===== src/sv/rth_pkg.sv =====
// rth_pkg: shared types, constants and the divider step for the rgb_to_hsv pipeline
// depends on nothing; every rth_* module and the top level use it by scoped names
package rth_pkg;

	localparam int HueFracBits = 6;
	localparam int ChanW = 8;
	localparam int HueW = 15;
	localparam int SatW = 9;

	localparam int Deg60 = 60 << HueFracBits;
	localparam int Deg120 = 120 << HueFracBits;
	localparam int Deg240 = 240 << HueFracBits;
	localparam int Deg360 = 360 << HueFracBits;

	// quotient width covers both the hue term and the Q1.8 saturation
	localparam int QuoRawW = $clog2(Deg60 + 1);
	localparam int QuoW = (QuoRawW > SatW) ? QuoRawW : SatW;
	localparam int NumW = QuoW + ChanW;

	// hue sum width, never narrower than the field
	localparam int HueRawW = $clog2(Deg360 + 1);
	localparam int HueSumW = (HueRawW > HueW) ? HueRawW : HueW;

	localparam int DivBitsPerStage = 3;
	localparam int DivStages = (QuoW + DivBitsPerStage - 1) / DivBitsPerStage;

	typedef enum logic [1:0] {
		SEC_RED,
		SEC_GREEN,
		SEC_BLUE
	} sector_t;

	// what rides along with an item while its divisions run
	typedef struct packed {
		logic [ChanW-1:0] mx;
		logic             neg;
		sector_t          sector;
		logic             gray;
	} ctx_t;

	typedef struct packed {
		ctx_t             ctx;
		logic [ChanW-1:0] delta;
		logic [ChanW-1:0] mag;
	} sort_t;

	typedef struct packed {
		logic [ChanW-1:0] rem;
		logic [QuoW-1:0]  low;
		logic [QuoW-1:0]  q;
	} div_t;

	typedef struct packed {
		ctx_t             ctx;
		logic [ChanW-1:0] sat_d;
		logic [ChanW-1:0] hue_d;
		div_t             sat;
		div_t             hue;
	} dv_t;

	// start a restoring division; the quotient is known to fit in QuoW bits
	function automatic div_t div_init(logic [NumW-1:0] num);
		div_t y;
		y.rem = num[NumW-1:QuoW];
		y.low = num[QuoW-1:0];
		y.q = '0;
		return y;
	endfunction

	// one quotient bit: shift in the next dividend bit, subtract if it fits
	function automatic div_t div_step(div_t x, logic [ChanW-1:0] d);
		logic [ChanW:0] t;
		div_t y;
		t = {x.rem, x.low[QuoW-1]};
		y.low = {x.low[QuoW-2:0], 1'b0};
		if (t >= {1'b0, d}) begin
			y.rem = ChanW'(t - {1'b0, d});
			y.q = {x.q[QuoW-2:0], 1'b1};
		end else begin
			y.rem = t[ChanW-1:0];
			y.q = {x.q[QuoW-2:0], 1'b0};
		end
		return y;
	endfunction

endpackage


===== src/sv/rth_sort.sv =====
// rth_sort: first pipeline stage, finds max, min, delta, sector and the signed diff
// depends on rth_pkg
module rth_sort (
	input  logic                      clk,
	input  logic                      arst_n,
	input  logic                      up_valid,
	output logic                      up_ready,
	input  logic [rth_pkg::ChanW-1:0] red,
	input  logic [rth_pkg::ChanW-1:0] green,
	input  logic [rth_pkg::ChanW-1:0] blue,
	output logic                      dn_valid,
	input  logic                      dn_ready,
	output rth_pkg::sort_t            dn_data
);

	logic                      valid_s1;
	rth_pkg::sort_t            sort_s1;
	rth_pkg::sort_t            sort_d;
	logic [rth_pkg::ChanW-1:0] mx;
	logic [rth_pkg::ChanW-1:0] mn;
	logic [rth_pkg::ChanW-1:0] a;
	logic [rth_pkg::ChanW-1:0] b;

	always_comb begin
		mx = red;
		mn = red;
		if (green > mx) mx = green;
		if (blue > mx) mx = blue;
		if (green < mn) mn = green;
		if (blue < mn) mn = blue;

		// diff = a - b in the sector picked by priority
		if (red >= mx) begin
			a = green;
			b = blue;
			sort_d.ctx.sector = rth_pkg::SEC_RED;
		end else if (green >= mx) begin
			a = blue;
			b = red;
			sort_d.ctx.sector = rth_pkg::SEC_GREEN;
		end else begin
			a = red;
			b = green;
			sort_d.ctx.sector = rth_pkg::SEC_BLUE;
		end

		sort_d.ctx.mx = mx;
		sort_d.ctx.neg = (a < b);
		sort_d.ctx.gray = (mx == mn);
		sort_d.delta = mx - mn;
		sort_d.mag = (a < b) ? (b - a) : (a - b);
	end

	assign up_ready = !valid_s1 || dn_ready;

	always_ff @(posedge clk or negedge arst_n) begin
		if (!arst_n) begin
			valid_s1 <= 1'b0;
		end else if (up_ready) begin
			valid_s1 <= up_valid;
		end
	end

	always_ff @(posedge clk) begin
		if (up_ready && up_valid) begin
			sort_s1 <= sort_d;
		end
	end

	assign dn_valid = valid_s1;
	assign dn_data = sort_s1;

endmodule


===== src/sv/rth_mul.sv =====
// rth_mul: second stage, scales the hue diff and forms both dividends
// depends on rth_pkg
module rth_mul (
	input  logic           clk,
	input  logic           arst_n,
	input  logic           up_valid,
	output logic           up_ready,
	input  rth_pkg::sort_t up_data,
	output logic           dn_valid,
	input  logic           dn_ready,
	output rth_pkg::dv_t   dn_data
);

	logic                     valid_s2;
	rth_pkg::dv_t             dv_s2;
	rth_pkg::dv_t             dv_d;
	logic [rth_pkg::NumW-1:0] hue_num;
	logic [rth_pkg::NumW-1:0] sat_num;

	always_comb begin
		hue_num = rth_pkg::NumW'(up_data.mag) * rth_pkg::NumW'(rth_pkg::Deg60);
		// delta * 256 for the Q1.8 ratio
		sat_num = rth_pkg::NumW'(up_data.delta) << (rth_pkg::SatW - 1);
		dv_d.ctx = up_data.ctx;
		dv_d.sat_d = up_data.ctx.mx;
		dv_d.hue_d = up_data.delta;
		dv_d.sat = rth_pkg::div_init(sat_num);
		dv_d.hue = rth_pkg::div_init(hue_num);
	end

	assign up_ready = !valid_s2 || dn_ready;

	always_ff @(posedge clk or negedge arst_n) begin
		if (!arst_n) begin
			valid_s2 <= 1'b0;
		end else if (up_ready) begin
			valid_s2 <= up_valid;
		end
	end

	always_ff @(posedge clk) begin
		if (up_ready && up_valid) begin
			dv_s2 <= dv_d;
		end
	end

	assign dn_valid = valid_s2;
	assign dn_data = dv_s2;

endmodule


===== src/sv/rth_div.sv =====
// rth_div: pipelined restoring divider, saturation and hue quotients side by side
// depends on rth_pkg (div_step, stage count and bits per stage)
module rth_div (
	input  logic         clk,
	input  logic         arst_n,
	input  logic         up_valid,
	output logic         up_ready,
	input  rth_pkg::dv_t up_data,
	output logic         dn_valid,
	input  logic         dn_ready,
	output rth_pkg::dv_t dn_data
);

	logic [rth_pkg::DivStages-1:0] vld_s;
	rth_pkg::dv_t                  dv_s [rth_pkg::DivStages];
	logic [rth_pkg::DivStages:0]   rdy;

	assign rdy[rth_pkg::DivStages] = dn_ready;
	assign up_ready = rdy[0];

	for (genvar k = 0; k < rth_pkg::DivStages; k++) begin : g_stage
		rth_pkg::dv_t prev;
		rth_pkg::dv_t nxt;
		logic         prev_vld;

		if (k == 0) begin : g_first
			assign prev = up_data;
			assign prev_vld = up_valid;
		end else begin : g_rest
			assign prev = dv_s[k-1];
			assign prev_vld = vld_s[k-1];
		end

		assign rdy[k] = !vld_s[k] || rdy[k+1];

		always_comb begin
			nxt = prev;
			for (int j = 0; j < rth_pkg::DivBitsPerStage; j++) begin
				// the last stage may have fewer bits left to produce
				if (k * rth_pkg::DivBitsPerStage + j < rth_pkg::QuoW) begin
					nxt.sat = rth_pkg::div_step(nxt.sat, prev.sat_d);
					nxt.hue = rth_pkg::div_step(nxt.hue, prev.hue_d);
				end
			end
		end

		always_ff @(posedge clk or negedge arst_n) begin
			if (!arst_n) begin
				vld_s[k] <= 1'b0;
			end else if (rdy[k]) begin
				vld_s[k] <= prev_vld;
			end
		end

		always_ff @(posedge clk) begin
			if (rdy[k] && prev_vld) begin
				dv_s[k] <= nxt;
			end
		end
	end

	assign dn_valid = vld_s[rth_pkg::DivStages-1];
	assign dn_data = dv_s[rth_pkg::DivStages-1];

endmodule


===== src/sv/rth_hue.sv =====
// rth_hue: last stage, adds the sector offset, wraps negative hue, output register
// depends on rth_pkg
module rth_hue (
	input  logic                      clk,
	input  logic                      arst_n,
	input  logic                      up_valid,
	output logic                      up_ready,
	input  rth_pkg::dv_t              up_data,
	output logic                      dn_valid,
	input  logic                      dn_ready,
	output logic [rth_pkg::HueW-1:0]  hue,
	output logic [rth_pkg::SatW-1:0]  saturation,
	output logic [rth_pkg::ChanW-1:0] brightness
);

	logic                        valid_s7;
	logic [rth_pkg::HueW-1:0]    hue_s7;
	logic [rth_pkg::SatW-1:0]    sat_s7;
	logic [rth_pkg::ChanW-1:0]   val_s7;
	logic [rth_pkg::HueSumW-1:0] term;
	logic [rth_pkg::HueSumW-1:0] sum;
	logic [rth_pkg::HueW-1:0]    hue_d;
	logic [rth_pkg::SatW-1:0]    sat_d;

	always_comb begin
		term = rth_pkg::HueSumW'(up_data.hue.q);
		case (up_data.ctx.sector)
			rth_pkg::SEC_GREEN: begin
				sum = up_data.ctx.neg ? rth_pkg::HueSumW'(rth_pkg::Deg120) - term
					: rth_pkg::HueSumW'(rth_pkg::Deg120) + term;
			end
			rth_pkg::SEC_BLUE: begin
				sum = up_data.ctx.neg ? rth_pkg::HueSumW'(rth_pkg::Deg240) - term
					: rth_pkg::HueSumW'(rth_pkg::Deg240) + term;
			end
			default: begin
				// a term that truncates to zero gets no wrap
				if (up_data.ctx.neg && term != '0) begin
					sum = rth_pkg::HueSumW'(rth_pkg::Deg360) - term;
				end else begin
					sum = term;
				end
			end
		endcase

		if (up_data.ctx.gray) begin
			hue_d = '0;
			sat_d = '0;
		end else begin
			hue_d = sum[rth_pkg::HueW-1:0];
			sat_d = up_data.sat.q[rth_pkg::SatW-1:0];
		end
	end

	assign up_ready = !valid_s7 || dn_ready;

	always_ff @(posedge clk or negedge arst_n) begin
		if (!arst_n) begin
			valid_s7 <= 1'b0;
		end else if (up_ready) begin
			valid_s7 <= up_valid;
		end
	end

	always_ff @(posedge clk) begin
		if (up_ready && up_valid) begin
			hue_s7 <= hue_d;
			sat_s7 <= sat_d;
			val_s7 <= up_data.ctx.mx;
		end
	end

	assign dn_valid = valid_s7;
	assign hue = hue_s7;
	assign saturation = sat_s7;
	assign brightness = val_s7;

endmodule


===== src/sv/rgb_to_hsv.sv =====
// rgb_to_hsv: top level, pixel in, hue / saturation / value out
// depends on rth_pkg, rth_sort, rth_mul, rth_div, rth_hue
//
// channel  signals                         direction  meaning
// pix      pix_valid pix_stall red green blue  in     one 8-bit rgb pixel
// hsv      hsv_valid hsv_stall hue saturation brightness  out  hue, Q1.8 sat, max
//
// one item per cycle while hsv is not stalled; items are registered in rth_sort, rth_mul,
// each rth_div stage (three quotient bits per stage) and rth_hue
// reset clears the stage valid bits only; there is no clearing pass
// each stage holds while the next is full and stalled, and empty stages fill up,
// so pix_stall rises only when every stage holds an item and hsv is stalled
module rgb_to_hsv (
	input  logic                      clk,
	input  logic                      arst_n,
	input  logic                      pix_valid,
	output logic                      pix_stall,
	input  logic [rth_pkg::ChanW-1:0] red,
	input  logic [rth_pkg::ChanW-1:0] green,
	input  logic [rth_pkg::ChanW-1:0] blue,
	output logic                      hsv_valid,
	input  logic                      hsv_stall,
	output logic [rth_pkg::HueW-1:0]  hue,
	output logic [rth_pkg::SatW-1:0]  saturation,
	output logic [rth_pkg::ChanW-1:0] brightness
);

	logic           pix_ready;
	logic           sort_valid;
	logic           sort_ready;
	rth_pkg::sort_t sort_data;
	logic           mul_valid;
	logic           mul_ready;
	rth_pkg::dv_t   mul_data;
	logic           div_valid;
	logic           div_ready;
	rth_pkg::dv_t   div_data;

	assign pix_stall = !pix_ready;

	rth_sort u_sort (
		.clk      (clk),
		.arst_n   (arst_n),
		.up_valid (pix_valid),
		.up_ready (pix_ready),
		.red      (red),
		.green    (green),
		.blue     (blue),
		.dn_valid (sort_valid),
		.dn_ready (sort_ready),
		.dn_data  (sort_data)
	);

	rth_mul u_mul (
		.clk      (clk),
		.arst_n   (arst_n),
		.up_valid (sort_valid),
		.up_ready (sort_ready),
		.up_data  (sort_data),
		.dn_valid (mul_valid),
		.dn_ready (mul_ready),
		.dn_data  (mul_data)
	);

	rth_div u_div (
		.clk      (clk),
		.arst_n   (arst_n),
		.up_valid (mul_valid),
		.up_ready (mul_ready),
		.up_data  (mul_data),
		.dn_valid (div_valid),
		.dn_ready (div_ready),
		.dn_data  (div_data)
	);

	rth_hue u_hue (
		.clk        (clk),
		.arst_n     (arst_n),
		.up_valid   (div_valid),
		.up_ready   (div_ready),
		.up_data    (div_data),
		.dn_valid   (hsv_valid),
		.dn_ready   (!hsv_stall),
		.hue        (hue),
		.saturation (saturation),
		.brightness (brightness)
	);

endmodule

===== config.mk =====
export PLATFORM = sky130hd
export DESIGN_NAME = rgb_to_hsv
export DESIGN_NICKNAME = d
export VERILOG_FILES = /design/src/sv/rth_pkg.sv /design/src/sv/rth_sort.sv /design/src/sv/rth_mul.sv /design/src/sv/rth_div.sv /design/src/sv/rth_hue.sv /design/src/sv/rgb_to_hsv.sv
export SDC_FILE = /design/constraint.sdc
export NUM_CORES = 1
export LEC_CHECK = 0
export CORE_MARGIN = 2
export CORE_UTILIZATION = 55
export DETAILED_ROUTE_END_ITERATION = 12
export DONT_BUFFER_PORTS = 1
export PLACE_DENSITY_LB_ADDON = 0.1
export SLEW_MARGIN = 0
export SYNTH_ARGS = -nofsm -noshare
export SYNTH_HDL_FRONTEND = slang
export SYNTH_HIERARCHICAL = 1
export SYNTH_SLANG_ARGS = --single-unit

===== constraint.sdc =====
create_clock -name clk -period 7.4 [get_ports clk]
set_input_delay 1.48 -clock clk [delete_from_list [all_inputs] [get_ports clk]]
set_output_delay 1.48 -clock clk [all_outputs]
set_load 0.01 [all_outputs]

## Yosys cells after proc, flatten, opt, wreduce, memory -nomap -nowiden

Memories as Yosys holds them, arrays and structs flattened.
Cells that the tools add are included.

| word-level totals | value |
|---|---|
| memory bits (writable) | 344 |
| bits in latches | 0 |
| bits in read-only memories | 0 |
| register bits after elaboration | 107 |
| memories | 1 |
| output and inout bits | 34 |
| input port bits | 28 |
| logic and storage cells | 188 |

Memories:

| name | depth | width | rd ports | clocked after Yosys merged registers in | wr ports | line | text |
|---|---|---|---|---|---|---|---|
| u_div.dv_s | 4 | 86 | 4 | 0 | 4 | rth_div.sv:15 | `rth_pkg::dv_t dv_s [rth_pkg::DivStages];` |

| cells by class | value |
|---|---|
| div/mod/pow operators | 0 |
| equality and inequality tests | 3 |
| bitwise logic cells | 0 |
| reductions and logical operators | 25 |
| shift-type cells | 0 |
| $lt $le $gt $ge | 31 |
| multipliers | 1 |
| $add $sub $neg | 32 |
| mux-type cells | 70 |

Operators by type and width:

| kind | count |
|---|---|
| $mux W8 | 33 |
| $sub A8 B8 Y8 | 26 |
| $ge A9 B8 Y1 | 23 |
| $mux W15 | 3 |
| $mux W1 | 32 |
| $pmux W15 S2 | 1 |
| $lt A8 B8 Y1 | 3 |
| $ge A8 B8 Y1 | 2 |
| $gt A8 B8 Y1 | 2 |
| $add A14 B12 Y15 const A | 1 |
| $sub A14 B12 Y15 const A | 1 |
| $sub A15 B12 Y15 const A | 1 |
| $add A13 B12 Y14 const A | 1 |
| $sub A13 B12 Y14 const A | 1 |
| $mul A8 B4 Y12 const B | 1 |
| $reduce_bool A12 Y1 | 1 |
| $logic_not A1 Y1 | 9 |
| $eq A8 B8 Y1 | 1 |
| $ge A5 B8 Y1 | 1 |
| $logic_and A1 B1 Y1 | 8 |
| $sub A5 B8 Y8 | 1 |
| $logic_or A1 B1 Y1 | 7 |
| $eq A2 B1 Y1 const B | 1 |
| $eq A2 B2 Y1 const B | 1 |
| $mux W2 | 1 |

## Logic depth before layout (Yosys ltp)

| depth | value |
|---|---|
| word-level depth | 9 |
| depth in mapped cells | 46 |

## By module

The synthesis kept the hierarchy.

By module, submodules not included:

| module | area each (um2) | times used | cells an instance |
|---|---|---|---|
| rth_div | 18843.1 | 1 | 1665 |
| rth_sort | 3950.0 | 1 | 462 |
| rth_mul | 2265.9 | 1 | 190 |
| rth_hue | 2010.7 | 1 | 187 |
| rgb_to_hsv | 7.5 | 1 | 2 |

## Worst setup path after synthesis

OpenSTA, ideal clock, no wires.

| timing | value |
|---|---|
| kind | input to register |
| start | input port red[7] (netlist bit) |
| end | register u_sort.sort_s1, in the netlist u_sort/dn_data[7] (data pin) |
| buffers on the path | 2 |
| data arrival time | 9.094 ns |
| stages | 41 |
| setup time | 0.265 ns |
| slack | -1.959 ns |
| path through | inv_1 ha_1 a21oi_1 o21ai_2 o21ai_2 mux2_2 inv_1 ha_1 a21o_1 a21oi_1 o21a_1 inv_1 a41oi_2 o2bb2ai_1 clkbuf_1 o21ai_0 ha_1 a21oi_1 [... 5 more ...] o211ai_1 o211ai_4 buf_2 mux2i_1 o21ai_0 fa_1 a21o_1 a21o_1 a21o_1 a21o_1 a21o_1 a21oi_1 a211oi_1 nand3_1 mux2i_1 a211oi_2 o2111a_1 a211oi_2 |

RTL lines:

| item | line | text |
|---|---|---|
| start, declared | rgb_to_hsv.sv:18 | `input logic [rth_pkg::ChanW-1:0] red,` |
| end signal, assigned | rth_sort.sv:66 | `sort_s1 <= sort_d;` |
| end, declared | rth_sort.sv:17 | `rth_pkg::sort_t sort_s1;` |

==> summary.md <==
| Metric | Value |
|---|---|
| Status | finished with violations |
| Failing checks | negative setup slack |
| Worst hold start | u_div/dv_s[2][1] |
| Most common cell after layout, fill and taps aside | edfxtp_1 |
| Max Fclk | 127 MHz |
| Area growth from synthesis to layout | 12.4% |
| Initial Util | 0.553 |
| Tcrit/Tclk final | 1.07 |
| CTS tree | done |
| Vias in the first global route | 17.9k |
| CP dominant cell by count | a21o_1 |
| Worst-path clk slew | 0.06 ns |
| Die ar. | 47100 um^2 |
| Layout fillers | 3669 |
| Cells after DPL | 3002 |
| Total routed wirelength | 55.7 mm |
| R2R Path Start | u_div/dv_s[0][67] |
| Synthesized area | 25000 um^2 |
| Dpl hpwl | 43.0 mm |
| Clock Skew | 0.0261 ns |
| Slowest stage cell, crit path | mux2_4 |
| PnR worst setup slack | -0.498 ns |
| Skew-Pair Late Insertion Delay | 0.55 ns |
| First-pass GRT wire length | 90.3 mm |
| Final setup viols | 7 |
| Worst EP arrival | 8.19 ns |
| CORE AREA | 45100 um^2 |
| Startpoint Class | primary input |
| # nets final | 2798 |
| Mapped Cells | 2359 |
| Critical path launch point | green[1] |
| Post-DRT Antenna Nets | 0 |
| Row count | 78 |
| Final Wtd Congestion | 0.880 |
| Slew Viols, Final | 0 |
| Non-Filler Instances | 3086 |
| Hold Crit Class | reg -> reg |
| Ant diodes | 0 |
| Worst slew pin tran | 1.04 ns |
| CTS max path bufs | 3 |
| First DRT Iteration DRCs | 1071 |
| Routed len/inst | 18.0 um |
| Crit Path Max Fanout | 7 |
| Data required, critical path | 7.69 ns |
| Max incr delay on CP | 0.35 ns |
| Clock buffer count from CTS | 37 |
| CP Class | in -> reg |
| Die height | 217 um |
| Antenna violations before repair | 1 |
| Core Util, Final | 0.622 |
| Hold Path Stages | 0 |
| Via count | 17.9k |
| CTS Sinks | 327 |
| # DRC | 0 |
| Number of H-tree levels | 2 |
| Largest net degree at the start of global routing | 66 |
| Final min period | 7.90 ns |
| Most frequent cells in the layout | 320 x edfxtp_1, 263 x ha_1, 217 x inv_1, 140 x nand2_1, 121 x nor2_1 |
| RSZ-0062 raised after global routing | true |
| Relative slew slack | 0.308 |
| GRT Util Overall | 0.237 |
| Reg2Reg Depth | 26 |
| DRT Pass-1 Iters | 6 |
| I/O pin count | 62 |
| Layout cells sized above 1 | 0.169 |
| Die Wd | 217 um |
| Drt via density | 5.79 |
| Synth Area per Inst | 10.6 um^2 |
| Total congestion overflow | 0 |
| Yosys warns | 6 |
| Root Driver | clkbuf_16 |
| Port Buf Inserts | 0 |
| Crit. End Element | register |
| Max_cap viols | 0 |
| Final Hold Fails | 0 |
## stage by stage
stage	hold slack, ns	TNS (ns)	cell area [um^2]	setup WS [ns]
global route	0.400	-4.33	28000	-0.803
finish	0.400	-2.28	28000	-0.498
global placement	0.401	-7.92	26200	-1.23
detailed placement	0.405	-9.54	26200	-1.46
floorplan	0.400	-7.15	25200	-1.12
CTS	0.399	-2.08	27800	-0.441
## state kept, by name, summed over array words and instances (netlist names)
signal	cells
u_div/g_stage.prev_vld	3
u_mul/dn_data	32
u_div/dv_s	228
u_hue/brightness	8
u_sort/dn_valid	1
u_hue/hue	15
u_hue/saturation	9
u_sort/dn_data	28
u_hue/dn_valid	1
u_mul/dn_valid	1
u_div/dn_valid	1
## layout make-up
type,instances,area (um^2),area share
sequential,327,9780,0.349
tap,600,751,0.0268
clock inverter,27,359,0.0128
multi-input combinational,1752,14400,0.515
clock buffer,39,955,0.0340
inverter,231,877,0.0313
timing repair buffer,110,872,0.0311
## path summary, 6_finish.rpt
check	end	slack [ns]
hold reg to reg	u_div/dv_s[3][4]	0.40
max in group asynchronous	u_div/dn_valid	6.70
setup / recovery	u_sort/dn_data[7]	-0.50
setup reg to reg	u_div/dv_s[1][56]	0.45
min in group asynchronous	u_hue/dn_valid	0.63
hold / removal	u_div/dv_s[3][4]	0.40
## repair_timing
action | CTS | global route
setup endpoints to repair | 8 | 22
setup buffers | 16 | 5
endpoints found under the hold margin | 0 | 0
pin swaps | 34 | 25
hold buffers | 0 | 0
gates resized for setup | 33 | 35
## routing by layer
metal,wire (um),global-route usage,vias to the layer above
li1,-,-,8842
met3,2060,0.0340,98
met5,16,0,-
met2,27200,0.419,383
met4,1490,0.0644,2
met1,24900,0.303,8546
## critical path, delay by kind of cell
kind	cells	cell delay, ns
adder cells (fa/ha/maj)	4	0.91
AO/OA/AOI/OAI	26	4.15
multiplexers	3	0.51
buffers and inverters	6	0.67
AND/OR/NAND/NOR	5	0.46
Power is not shown: default switching activity piles up to over one toggle a cycle in this logic, so the estimate is an artifact.
